==> src/hdl/lkvc_pkg.sv <==
// lkvc_pkg: shared types and constants of the lru key/value cache
// used by the controller, the datapath, the top level and the checker
`timescale 1ns / 1ps

package lkvc_pkg;

  localparam int ENTRIES    = 16;
  localparam int KEY_BITS   = 32;
  localparam int VALUE_BITS = 32;
  localparam int IDX_W      = $clog2(ENTRIES);
  localparam int CNT_W      = $clog2(ENTRIES + 1);
  localparam int CAP_W      = 5;

  localparam logic [CAP_W-1:0] CAP_RESET = CAP_W'(16);

  typedef enum logic {
    CMD_GET = 1'b0,
    CMD_PUT = 1'b1
  } cmd_e;

  typedef struct packed {
    logic                         command;
    logic signed [KEY_BITS-1:0]   key;
    logic signed [VALUE_BITS-1:0] value;
  } req_t;

  typedef struct packed {
    logic                         found;
    logic signed [VALUE_BITS-1:0] read_value;
  } rsp_t;

  // controller to datapath commands
  typedef struct packed {
    logic load;
    logic lookup;
    logic commit;
  } ctrl_t;

endpackage

==> src/hdl/lkvc_ctrl.sv <==
// lkvc_ctrl: sequencing state machine of the lru key/value cache
// depends on lkvc_pkg for the command struct
`timescale 1ns / 1ps

module lkvc_ctrl
  import lkvc_pkg::*;
(
  input  logic  clk_i,
  input  logic  rst_ni,
  input  logic  start_i,
  output logic  busy_o,
  output ctrl_t ctrl_o
);

  typedef enum logic [1:0] {
    ST_IDLE,
    ST_LOOKUP,
    ST_UPDATE
  } state_e;

  state_e state_q;
  logic   busy_q;
  logic   lookup_q;
  logic   commit_q;

  always_ff @(posedge clk_i or negedge rst_ni) begin
    if (!rst_ni) begin
      state_q  <= ST_IDLE;
      busy_q   <= 1'b0;
      lookup_q <= 1'b0;
      commit_q <= 1'b0;
    end else begin
      case (state_q)
        ST_IDLE: begin
          if (start_i) begin
            state_q  <= ST_LOOKUP;
            busy_q   <= 1'b1;
            lookup_q <= 1'b1;
          end
        end
        ST_LOOKUP: begin
          state_q  <= ST_UPDATE;
          lookup_q <= 1'b0;
          commit_q <= 1'b1;
        end
        ST_UPDATE: begin
          state_q  <= ST_IDLE;
          busy_q   <= 1'b0;
          commit_q <= 1'b0;
        end
        default: begin
          state_q  <= ST_IDLE;
          busy_q   <= 1'b0;
          lookup_q <= 1'b0;
          commit_q <= 1'b0;
        end
      endcase
    end
  end

  assign busy_o        = busy_q;
  assign ctrl_o.load   = start_i && !busy_q;
  assign ctrl_o.lookup = lookup_q;
  assign ctrl_o.commit = commit_q;

endmodule

==> src/hdl/lkvc_dpath.sv <==
// lkvc_dpath: entry store, key match, recency ranks and result register
// depends on lkvc_pkg; driven by lkvc_ctrl commands
`timescale 1ns / 1ps

module lkvc_dpath
  import lkvc_pkg::*;
(
  input  logic             clk_i,
  input  logic             rst_ni,
  input  ctrl_t            ctrl_i,
  input  req_t             req_i,
  input  logic             cfg_we_i,
  input  logic [CAP_W-1:0] cfg_wdata_i,
  output rsp_t             rsp_o,
  output logic             rsp_valid_o
);

  function automatic logic [IDX_W-1:0] first_set(input logic [ENTRIES-1:0] vec);
    logic [IDX_W-1:0] idx;
    idx = '0;
    for (int i = ENTRIES - 1; i >= 0; i--) begin
      if (vec[i]) idx = IDX_W'(i);
    end
    return idx;
  endfunction

  logic [KEY_BITS-1:0]   key_q [ENTRIES];
  logic [VALUE_BITS-1:0] val_q [ENTRIES];
  logic [IDX_W-1:0]      rank_q [ENTRIES];
  logic [ENTRIES-1:0]    valid_q;
  logic [CNT_W-1:0]      occ_q;
  logic [CAP_W-1:0]      cap_q;
  req_t                  req_q;

  logic                  hit_q;
  logic [IDX_W-1:0]      hit_idx_q;
  logic [IDX_W-1:0]      hit_rank_q;
  logic                  evict_q;
  logic [ENTRIES-1:0]    victim_q;
  logic                  has_slot_q;
  logic [IDX_W-1:0]      slot_q;

  rsp_t                  rsp_q;
  logic                  rsp_valid_q;

  logic [ENTRIES-1:0]    match;
  logic [ENTRIES-1:0]    victim;
  logic [ENTRIES-1:0]    avail;
  logic [CAP_W-1:0]      eff_cap;
  logic [CNT_W-1:0]      occ_m1;
  logic                  evict;
  logic                  is_put;
  logic [ENTRIES-1:0]    valid_kept;

  // lookup stage
  always_comb begin
    if (cap_q == '0) begin
      eff_cap = CAP_W'(1);
    end else if (cap_q > CAP_W'(ENTRIES)) begin
      eff_cap = CAP_W'(ENTRIES);
    end else begin
      eff_cap = cap_q;
    end
    evict  = (CAP_W'(occ_q) >= eff_cap) && (occ_q != '0);
    occ_m1 = occ_q - CNT_W'(1);
    for (int i = 0; i < ENTRIES; i++) begin
      match[i]  = valid_q[i] && (key_q[i] == req_q.key);
      victim[i] = evict && valid_q[i] && (rank_q[i] == occ_m1[IDX_W-1:0]);
    end
    avail = ~valid_q | victim;
  end

  assign is_put     = (req_q.command == CMD_PUT);
  assign valid_kept = valid_q & ~victim_q;

  always_ff @(posedge clk_i or negedge rst_ni) begin
    if (!rst_ni) begin
      valid_q     <= '0;
      occ_q       <= '0;
      cap_q       <= CAP_RESET;
      rsp_valid_q <= 1'b0;
      for (int i = 0; i < ENTRIES; i++) begin
        rank_q[i] <= '0;
      end
    end else begin
      rsp_valid_q <= ctrl_i.commit;
      if (cfg_we_i) begin
        cap_q <= cfg_wdata_i;
      end
      if (ctrl_i.commit) begin
        if (hit_q) begin
          for (int i = 0; i < ENTRIES; i++) begin
            if (valid_q[i] && (rank_q[i] < hit_rank_q)) begin
              rank_q[i] <= rank_q[i] + IDX_W'(1);
            end
          end
          rank_q[hit_idx_q] <= '0;
        end else if (is_put && has_slot_q) begin
          for (int i = 0; i < ENTRIES; i++) begin
            if (valid_kept[i]) begin
              rank_q[i] <= rank_q[i] + IDX_W'(1);
            end else begin
              rank_q[i] <= '0;
            end
          end
          valid_q         <= valid_kept | (ENTRIES'(1) << slot_q);
          occ_q           <= occ_q - CNT_W'(evict_q) + CNT_W'(1);
        end
      end
    end
  end

  // payload registers
  always_ff @(posedge clk_i) begin
    if (ctrl_i.load) begin
      req_q <= req_i;
    end
    if (ctrl_i.lookup) begin
      hit_q      <= |match;
      hit_idx_q  <= first_set(match);
      hit_rank_q <= rank_q[first_set(match)];
      evict_q    <= evict;
      victim_q   <= victim;
      has_slot_q <= |avail;
      slot_q     <= first_set(avail);
    end
    if (ctrl_i.commit) begin
      rsp_q.found <= hit_q;
      if (hit_q && !is_put) begin
        rsp_q.read_value <= val_q[hit_idx_q];
      end else begin
        rsp_q.read_value <= '1;
      end
      if (hit_q && is_put) begin
        val_q[hit_idx_q] <= req_q.value;
      end else if (!hit_q && is_put && has_slot_q) begin
        key_q[slot_q] <= req_q.key;
        val_q[slot_q] <= req_q.value;
      end
    end
  end

  assign rsp_o       = rsp_q;
  assign rsp_valid_o = rsp_valid_q;

endmodule

==> src/hdl/lru_key_value_cache.sv <==
// lru_key_value_cache: top level of the fully associative lru key/value cache
// instantiates lkvc_ctrl and lkvc_dpath; depends on lkvc_pkg
`timescale 1ns / 1ps
//
// usage:
//   a request word (get or put, key, value) is taken on req_i at a rising edge
//   where start_i is high and busy_o is low. busy_o then stays high while the
//   datapath matches the key against all 16 entries and applies the value and
//   recency update in the next cycle.
//   exactly one response word per request appears on rsp_o for one cycle,
//   marked by rsp_valid_o, after the lookup and update steps. found is set
//   when the key was present; read_value holds the stored value on a get hit
//   and all ones otherwise.
//   requests are not overlapped: busy_o holds off the next one through the
//   lookup and update steps of the controller; a new request may be taken in
//   the cycle the previous response is shown. capacity must be written through
//   cfg_we_i / cfg_wdata_i only while idle; the block does not enforce it.
//   the response cannot be stalled: it is gone after its single cycle.
//   reset empties the store and sets capacity to 16.
//
module lru_key_value_cache
  import lkvc_pkg::*;
(
  input  logic             clk_i,
  input  logic             rst_ni,
  input  logic             start_i,
  output logic             busy_o,
  input  req_t             req_i,
  output rsp_t             rsp_o,
  output logic             rsp_valid_o,
  input  logic             cfg_we_i,
  input  logic [CAP_W-1:0] cfg_wdata_i
);

  ctrl_t ctrl;

  lkvc_ctrl u_ctrl (
    .clk_i   (clk_i),
    .rst_ni  (rst_ni),
    .start_i (start_i),
    .busy_o  (busy_o),
    .ctrl_o  (ctrl)
  );

  lkvc_dpath u_dpath (
    .clk_i       (clk_i),
    .rst_ni      (rst_ni),
    .ctrl_i      (ctrl),
    .req_i       (req_i),
    .cfg_we_i    (cfg_we_i),
    .cfg_wdata_i (cfg_wdata_i),
    .rsp_o       (rsp_o),
    .rsp_valid_o (rsp_valid_o)
  );

endmodule

==> config.mk <==
export PLATFORM = sky130hd
export DESIGN_NAME = lru_key_value_cache
export DESIGN_NICKNAME = d
export VERILOG_FILES = /design/src/hdl/lkvc_pkg.sv /design/src/hdl/lkvc_ctrl.sv /design/src/hdl/lkvc_dpath.sv /design/src/hdl/lru_key_value_cache.sv
export SDC_FILE = /design/constraint.sdc
export NUM_CORES = 2
export LEC_CHECK = 0
export ABC_AREA = 1
export BUFFER_PORTS_ARGS = -buffer_cell sky130_fd_sc_hd__buf_2
export CAP_MARGIN = 20
export CORE_MARGIN = 4
export CORE_UTILIZATION = 49
export DETAILED_ROUTE_END_ITERATION = 16
export GPL_ROUTABILITY_DRIVEN = 0
export PLACE_DENSITY = 0.72
export SLEW_MARGIN = 20
export SYNTH_ARGS = -nofsm -noshare
export SYNTH_HDL_FRONTEND = slang
export SYNTH_HIERARCHICAL = 1
export SYNTH_SLANG_ARGS = --single-unit
export TNS_END_PERCENT = 100
==> constraint.sdc <==
create_clock -name clk_i -period 4.9 [get_ports clk_i]
set_clock_uncertainty 0.15 [all_clocks]
set_input_delay 0.49 -clock clk_i [delete_from_list [all_inputs] [get_ports clk_i]]
set_output_delay 0.49 -clock clk_i [all_outputs]
set_load 0.005 [all_outputs]
# Word-level counts from Yosys, hierarchy flattened
# Memories as Yosys holds them, arrays and structs flattened. A register that Yosys moved wholly into a read port is not among the register bits.
# Cells that the tools add are included.
dict set report totals {
  in_bits 74
  regBits 193
  word_cells 339
  mem_bits_rw 1024
  n_memories 2
  out_inout_bits 35
}
dict set report classes {
  bitwise_logic 12
  reduce_logical 90
  eq_ne 35
  order_cmp 21
  muxes 121
  add_sub_neg 19
  n_shift 1
}
# memory depth word_bits read_ports rd_ports_with_merged_regs write_ports line_no
set mem_list {}
lappend mem_list {u_dpath.key_q 16 32 16 0 1 lkvc_dpath.sv:27} ;# logic [KEY_BITS-1:0] key_q [ENTRIES];
lappend mem_list {u_dpath.val_q 16 32 1 1 1 lkvc_dpath.sv:28} ;# logic [VALUE_BITS-1:0] val_q [ENTRIES];
# op count
set op_table {}
lappend op_table {{$eq 32x32->1} 16}
lappend op_table {{$mux 4} 93}
lappend op_table {{$mux 64} 2}
lappend op_table {{$logic_and 1x1->1} 72}
lappend op_table {{$add 4x1->4 const B} 16}
lappend op_table {{$and 64x64->64} 1}
lappend op_table {{$eq 4x4->1} 16}
lappend op_table {{$lt 4x4->1} 16}
lappend op_table {{$not 64->64} 1}
lappend op_table {{$mux 32} 1}
lappend op_table {{$not 16->16} 2}
lappend op_table {{$or 16x16->16} 2}
lappend op_table {{$reduce_or 16->1} 2}
lappend op_table {{$reduce_or 32->1} 1}
lappend op_table {{$and 16x16->16} 1}
lappend op_table {{$bmux 4 s4} 1}
lappend op_table {{$demux 4 s4} 1}
lappend op_table {{$shl 1x4->16 const A} 1}
lappend op_table {{$mux 3} 4}
lappend op_table {{$ge 5x5->1 const B} 2}
lappend op_table {{$mux 1} 10}
lappend op_table {{$mux 5} 2}
lappend op_table {{$not 4->5} 2}
lappend op_table {{$reduce_or 8->1} 1}
lappend op_table {{22 further kinds} 33}

# Longest topological paths before layout
# An unclocked memory read counts as a cell.
dict set report logic_depth {
  depth_word 24
  depth_mapped 32
  mapped_depth_nobuf 30
}

# Cells and area by module
# The synthesis kept the hierarchy.
# module cells_per_inst area_per_inst_um2 n_inst seq_area_each_um2
set modules_own_cells {}
lappend modules_own_cells {lkvc_dpath 5103 57671.6 1 36901.6}
lappend modules_own_cells {lkvc_ctrl 20 192.7 1 125.1}

# Worst setup path after synthesis
# No wires, ideal clock.
dict set report synth_path {
  kind {in2reg}
  start {input start_i}
  end {register u_dpath.req_q (netlist bit u_dpath/is_put) (enable)}
  required_time_ns 4.260
  path_buffers 0
  arrival_time_ns 3.256
  stages 2
  path_slack_ns 1.004
  setup_time_ns 0.490
  path_cell_list {inv_1 nor2_1}
}
# item line_no
set synth_lines {}
lappend synth_lines {{start, declared} lru_key_value_cache.sv:26} ;# input logic start_i,
lappend synth_lines {{end signal, assigned} lkvc_dpath.sv:116} ;# req_q <= req_i;
lappend synth_lines {{end, declared} lkvc_dpath.sv:33} ;# req_t req_q;

# Worst setup path in the final report
dict set report layout_path {
  start {register u_dpath/req_q[34] in the netlist's numbering}
  end {register u_dpath.hit_rank_q[2] (data pin)}
}
dict set report layout_between {
  elab_chain_cells 23
  elab_cells_between_ends 53
  cone_classes {eq/ne: 16; mux: 20; bitwise: 1; reduce/logical: 16}
}
# item line_no
set layout_lines {}
lappend layout_lines {{$eq 32x32->1} lkvc_dpath.sv:67} ;# match[i] = valid_q[i] && (key_q[i] == req_q.key);
lappend layout_lines {{$logic_and 1x1->1} lkvc_dpath.sv:67}
lappend layout_lines {{$mux 4 (15 in a row)} lkvc_dpath.sv:22} ;# if (vec[i]) idx = IDX_W'(i);
lappend layout_lines {{$mux 4 (*)} lkvc_dpath.sv:22}
lappend layout_lines {{$mux 4 (*)} lkvc_dpath.sv:118} ;# if (ctrl_i.lookup) begin
lappend layout_lines {{$not 4->5 (implied by the code) (*)} lkvc_dpath.sv:121} ;# hit_rank_q <= rank_q[first_set(match)];
lappend layout_lines {{$bmux 4 s4 (*)} lkvc_dpath.sv:121}
lappend layout_lines {{$mux 4 (implied by the code) (*) (2 in a row)} lkvc_dpath.sv:121}
lappend layout_lines {{end signal, assigned} lkvc_dpath.sv:121}
lappend layout_lines {{end, declared} lkvc_dpath.sv:37} ;# logic [IDX_W-1:0] hit_rank_q;
# Every way passes the cells marked *; elsewhere a longest branch is shown, timed or not. The select of a mux whose other input is x is not followed.
# A chain may end at the register's enable or synchronous reset.

==> out/results.ini <==
[status]
status = finished, final reports clean

[critical_path]
crit_start = u_dpath/req_q[34]$_DFFE_PP_
critPathCaptureType = flop
required_ns = 5.37
r2r_setup_slack_ns = 0.42
rr_worst_depth = 22
timing.rr.end = u_dpath/hit_rank_q[2]$_DFFE_PP_
crit_end = u_dpath/hit_rank_q[2]$_DFFE_PP_
cp-start-kind = flop
arrival_ns = 4.94
path_max_fanout = 30
r2r-start = u_dpath/req_q[34]$_DFFE_PP_
critical_path_class = reg2reg

[detailed_routing]
first_pass_iters = 10
wl_per_cell_microns = 26.1
drc_errors = 0
postRouteAntennaNets = 0
vias_per_cell = 6.32
wl_microns = 182000
routed-via-count = 44188
first_iter_violations = 7129

[clock_tree]
numCtsBuffers = 119
holdBufCountCts = 81
cts_root_buf = clkbuf_16
clock-sinks = 1249
clk_pin_slew_ns = 0.06
clkLatencyLatePin_ns = 0.76
cts_tree = yes
postCtsResizedCells = 0
cts.htree.levels = 3
cts_buffer_depth = 3
post-cts-setup-buffer-count = 0

[final_layout]
final_area_sq_um = 65400
area_growth_pct = 13.1
final_util = 0.561
layout.nets = 5512
drive_gt1_frac = 0.120

[synth]
synth_fa_ha_area_frac = 0.0169
async_flop_share = 0.0769
yosysWarnings = 6
synthTopCellsByCount = 1153 x edfxtp_1, 884 x nand2_1, 429 x inv_1, 332 x nor2_1, 266 x o21ai_0
synth_area_sq_um = 57900
synth_edf_count = 1153
synth_top_area_frac = 0.598
synthFlopType = edfxtp_1
syn_inst = 5123
synth_area_leaders = edfxtp_1 60%, nand2_1 5.7%, dfrtp_1 4.1%
synth_area_leader_cell = edfxtp_1
synth-simple-area-share = 0.156
synth.avg_cell_area_sq_um = 11.3
yosysSeqAreaShare = 0.640
synth_xor_area_frac = 0.0296
synth_seq_cells = 1249
synth_top_family_by_area = simple AND/OR/NAND/NOR gates
ys_types = 70
yosysMostFrequentCell = edfxtp_1
synth_mux_area_frac = 0.00158
synth-compound-area-share = 0.106
synthesis.nets = 5275

[timing]
fin_crit_sh = 0.913
setup_slack_ns = 0.424
hold_viol_final = 0
fmax_mhz = 223
slew-limit-headroom = 0.263
final.min_clock_period_ns = 4.48
rsz0062_at_grt = false
maxSlewViolCount = 0
setup_tns_ns = 0
worst_slew_pin_slew_ns = 1.11
setup_violations = 0
holdWs_ns = 0.289

[placed_design]
dp_hpwl_microns = 113000
port-buffer-count = 108
place_area_sq_um = 60600
post-place-ws_ns = 0.699

[floorplan]
die_h_microns = 352
io_pins = 109
rows = 125
initial_utilization = 0.496
die_w_microns = 352
core_area_sq_um = 117000
die-area_sq_um = 124000

[grt]
grt_overflow = 0
grt_first_pass_wirelength_microns = 267000
grt_pass1_vias = 41940
antenna_found_initial = 5
track_usage = 0.289
grt_max_degree = 90

[power_and_ir_drop]
power.leakage_nw = 23.5
ir_drop_mv = 0.441
power.density_nw_per_um2 = 435

[worst_hold_path]
holdPathStages = 2
hp-class = in2reg

[job]
maxCapViolCount = 0

==> power breakdown <==
group          switching, mW  leakage, nW  internal, mW
clock                   4.12         1.95          5.26
combinational           4.17         9.90          1.72
sequential             0.720         11.7          12.5
==> through the flow <==
stage,std cells,total power [mW]
after detailed placement,6682,19.0
after CTS,6987,28.3
after global routing,6987,29.5
final,6989,28.5
after floorplan,5123,16.7
after global placement,6681,18.9
==> state kept, by name, indices dropped and copies added (netlist names), 2 cells and up <==
| name | cells |
|---|---|
| u_dpath/valid_q | 16 |
| u_dpath/rank_q | 64 |
| u_dpath/hit_rank_q | 4 |
| u_dpath/val_q | 512 |
| u_dpath/rsp_o | 33 |
| u_dpath/victim_q | 16 |
| u_dpath/key_q | 512 |
| u_dpath/cap_q | 5 |
| u_ctrl/state_q | 2 |
| u_dpath/hit_idx_q | 4 |
| u_dpath/occ_q | 5 |
| u_dpath/req_q | 64 |
| u_dpath/slot_q | 4 |
==> critical path, cell delays in order (launching register included) <==
cell	delay, ns
edfxtp_1	0.39
inv_1	0.65
o21ai_0	0.16
nor4_1	0.50
nor3b_1	0.28
nand3_1	0.29
nand2_1	0.15
nand2_1	0.06
nand2_1	0.12
nand2_1	0.07
nand2_1	0.07
nand2_1	0.05
nand2_1	0.09
nand2_1	0.09
nand2_2	0.08
nand2_4	0.18
nand2_2	0.47
nand2_1	0.11
nand2_1	0.08
nand2_1	0.05
nand3_1	0.08
nand3_1	0.09
nand2_1	0.09
==> how the worst min path moves through the flow <==
stage                                             start                            end  slack, ns
after floorplan                                  rst_ni      u_ctrl/busy_o$_DFFE_PN0P_       0.04
after global placement    u_ctrl/state_q[1]$_DFFE_PN0P_  u_ctrl/state_q[1]$_DFFE_PN0P_       0.29
after detailed placement  u_ctrl/state_q[1]$_DFFE_PN0P_  u_ctrl/state_q[1]$_DFFE_PN0P_       0.29
after CTS                                     req_i[23]    u_dpath/req_q[23]$_DFFE_PP_       0.25
after global routing                          req_i[26]    u_dpath/req_q[26]$_DFFE_PP_       0.28
final                                         req_i[26]    u_dpath/req_q[26]$_DFFE_PP_       0.29
==> layout make-up <==
cell class,instances,area (sq um)
antenna,2,5.00
clock buffer,147,3160
clock inverter,77,850
fill,9429,51200
inverter,457,1730
multi-input combinational,3202,18100
sequential,1249,37000
tap,1524,1910
timing repair buffer,331,2600
==> layer usage <==
metal  global-route usage  up-vias  wire length (microns)
li1                     -    19051                      -
met3               0.0777      635                  25700
met5              0.00667        -                    110
met2                0.426     3360                  78200
met4                0.151        2                  10800
met1                0.395    21140                  67600
==> placed cells by master (no fill, tap or decap), drive strengths merged, types with 8 or more instances in the layout <==
| cell | netlist | routed |
|---|---|---|
| a2111oi | 17 | 17 |
| a211oi | 11 | 11 |
| a21oi | 190 | 190 |
| a221oi | 27 | 27 |
| a22o | 23 | 23 |
| a22oi | 218 | 218 |
| and3 | 20 | 20 |
| buf | 107 | 250 |
| bufinv | 0 | 12 |
| clkbuf | 108 | 147 |
| clkinv | 5 | 58 |
| dfrtp | 95 | 95 |
| dlygate4sd3 | 0 | 81 |
| edfxtp | 1153 | 1153 |
| ha | 78 | 78 |
| inv | 452 | 457 |
| mux2i | 8 | 8 |
| nand2 | 895 | 895 |
| nand3 | 207 | 207 |
| nand3b | 18 | 18 |
| nand4 | 133 | 133 |
| nor2 | 332 | 332 |
| nor3 | 68 | 68 |
| nor3b | 21 | 21 |
| nor4 | 81 | 81 |
| o2111ai | 24 | 24 |
| o211ai | 11 | 11 |
| o21ai | 282 | 282 |
| o221ai | 27 | 27 |
| o22ai | 102 | 102 |
| or2 | 134 | 134 |
| or4 | 28 | 28 |
| xnor2 | 103 | 103 |
| xor2 | 92 | 92 |
==> cell families (layout without fill, tap and decap cells) <==
kind of cell / count (synthesis) / count (layout)
AOI/OAI and AO/OA: 965 / 965
xor gates and xnor gates: 195 / 195
adders and majority gates: 78 / 78
buffers and inverters: 672 / 1012
DFF: 1249 / 1249
muxes: 9 / 9
other: 0 / 2
and+or+nand+nor: 1955 / 1955
Power figures use the tool's default switching activity.
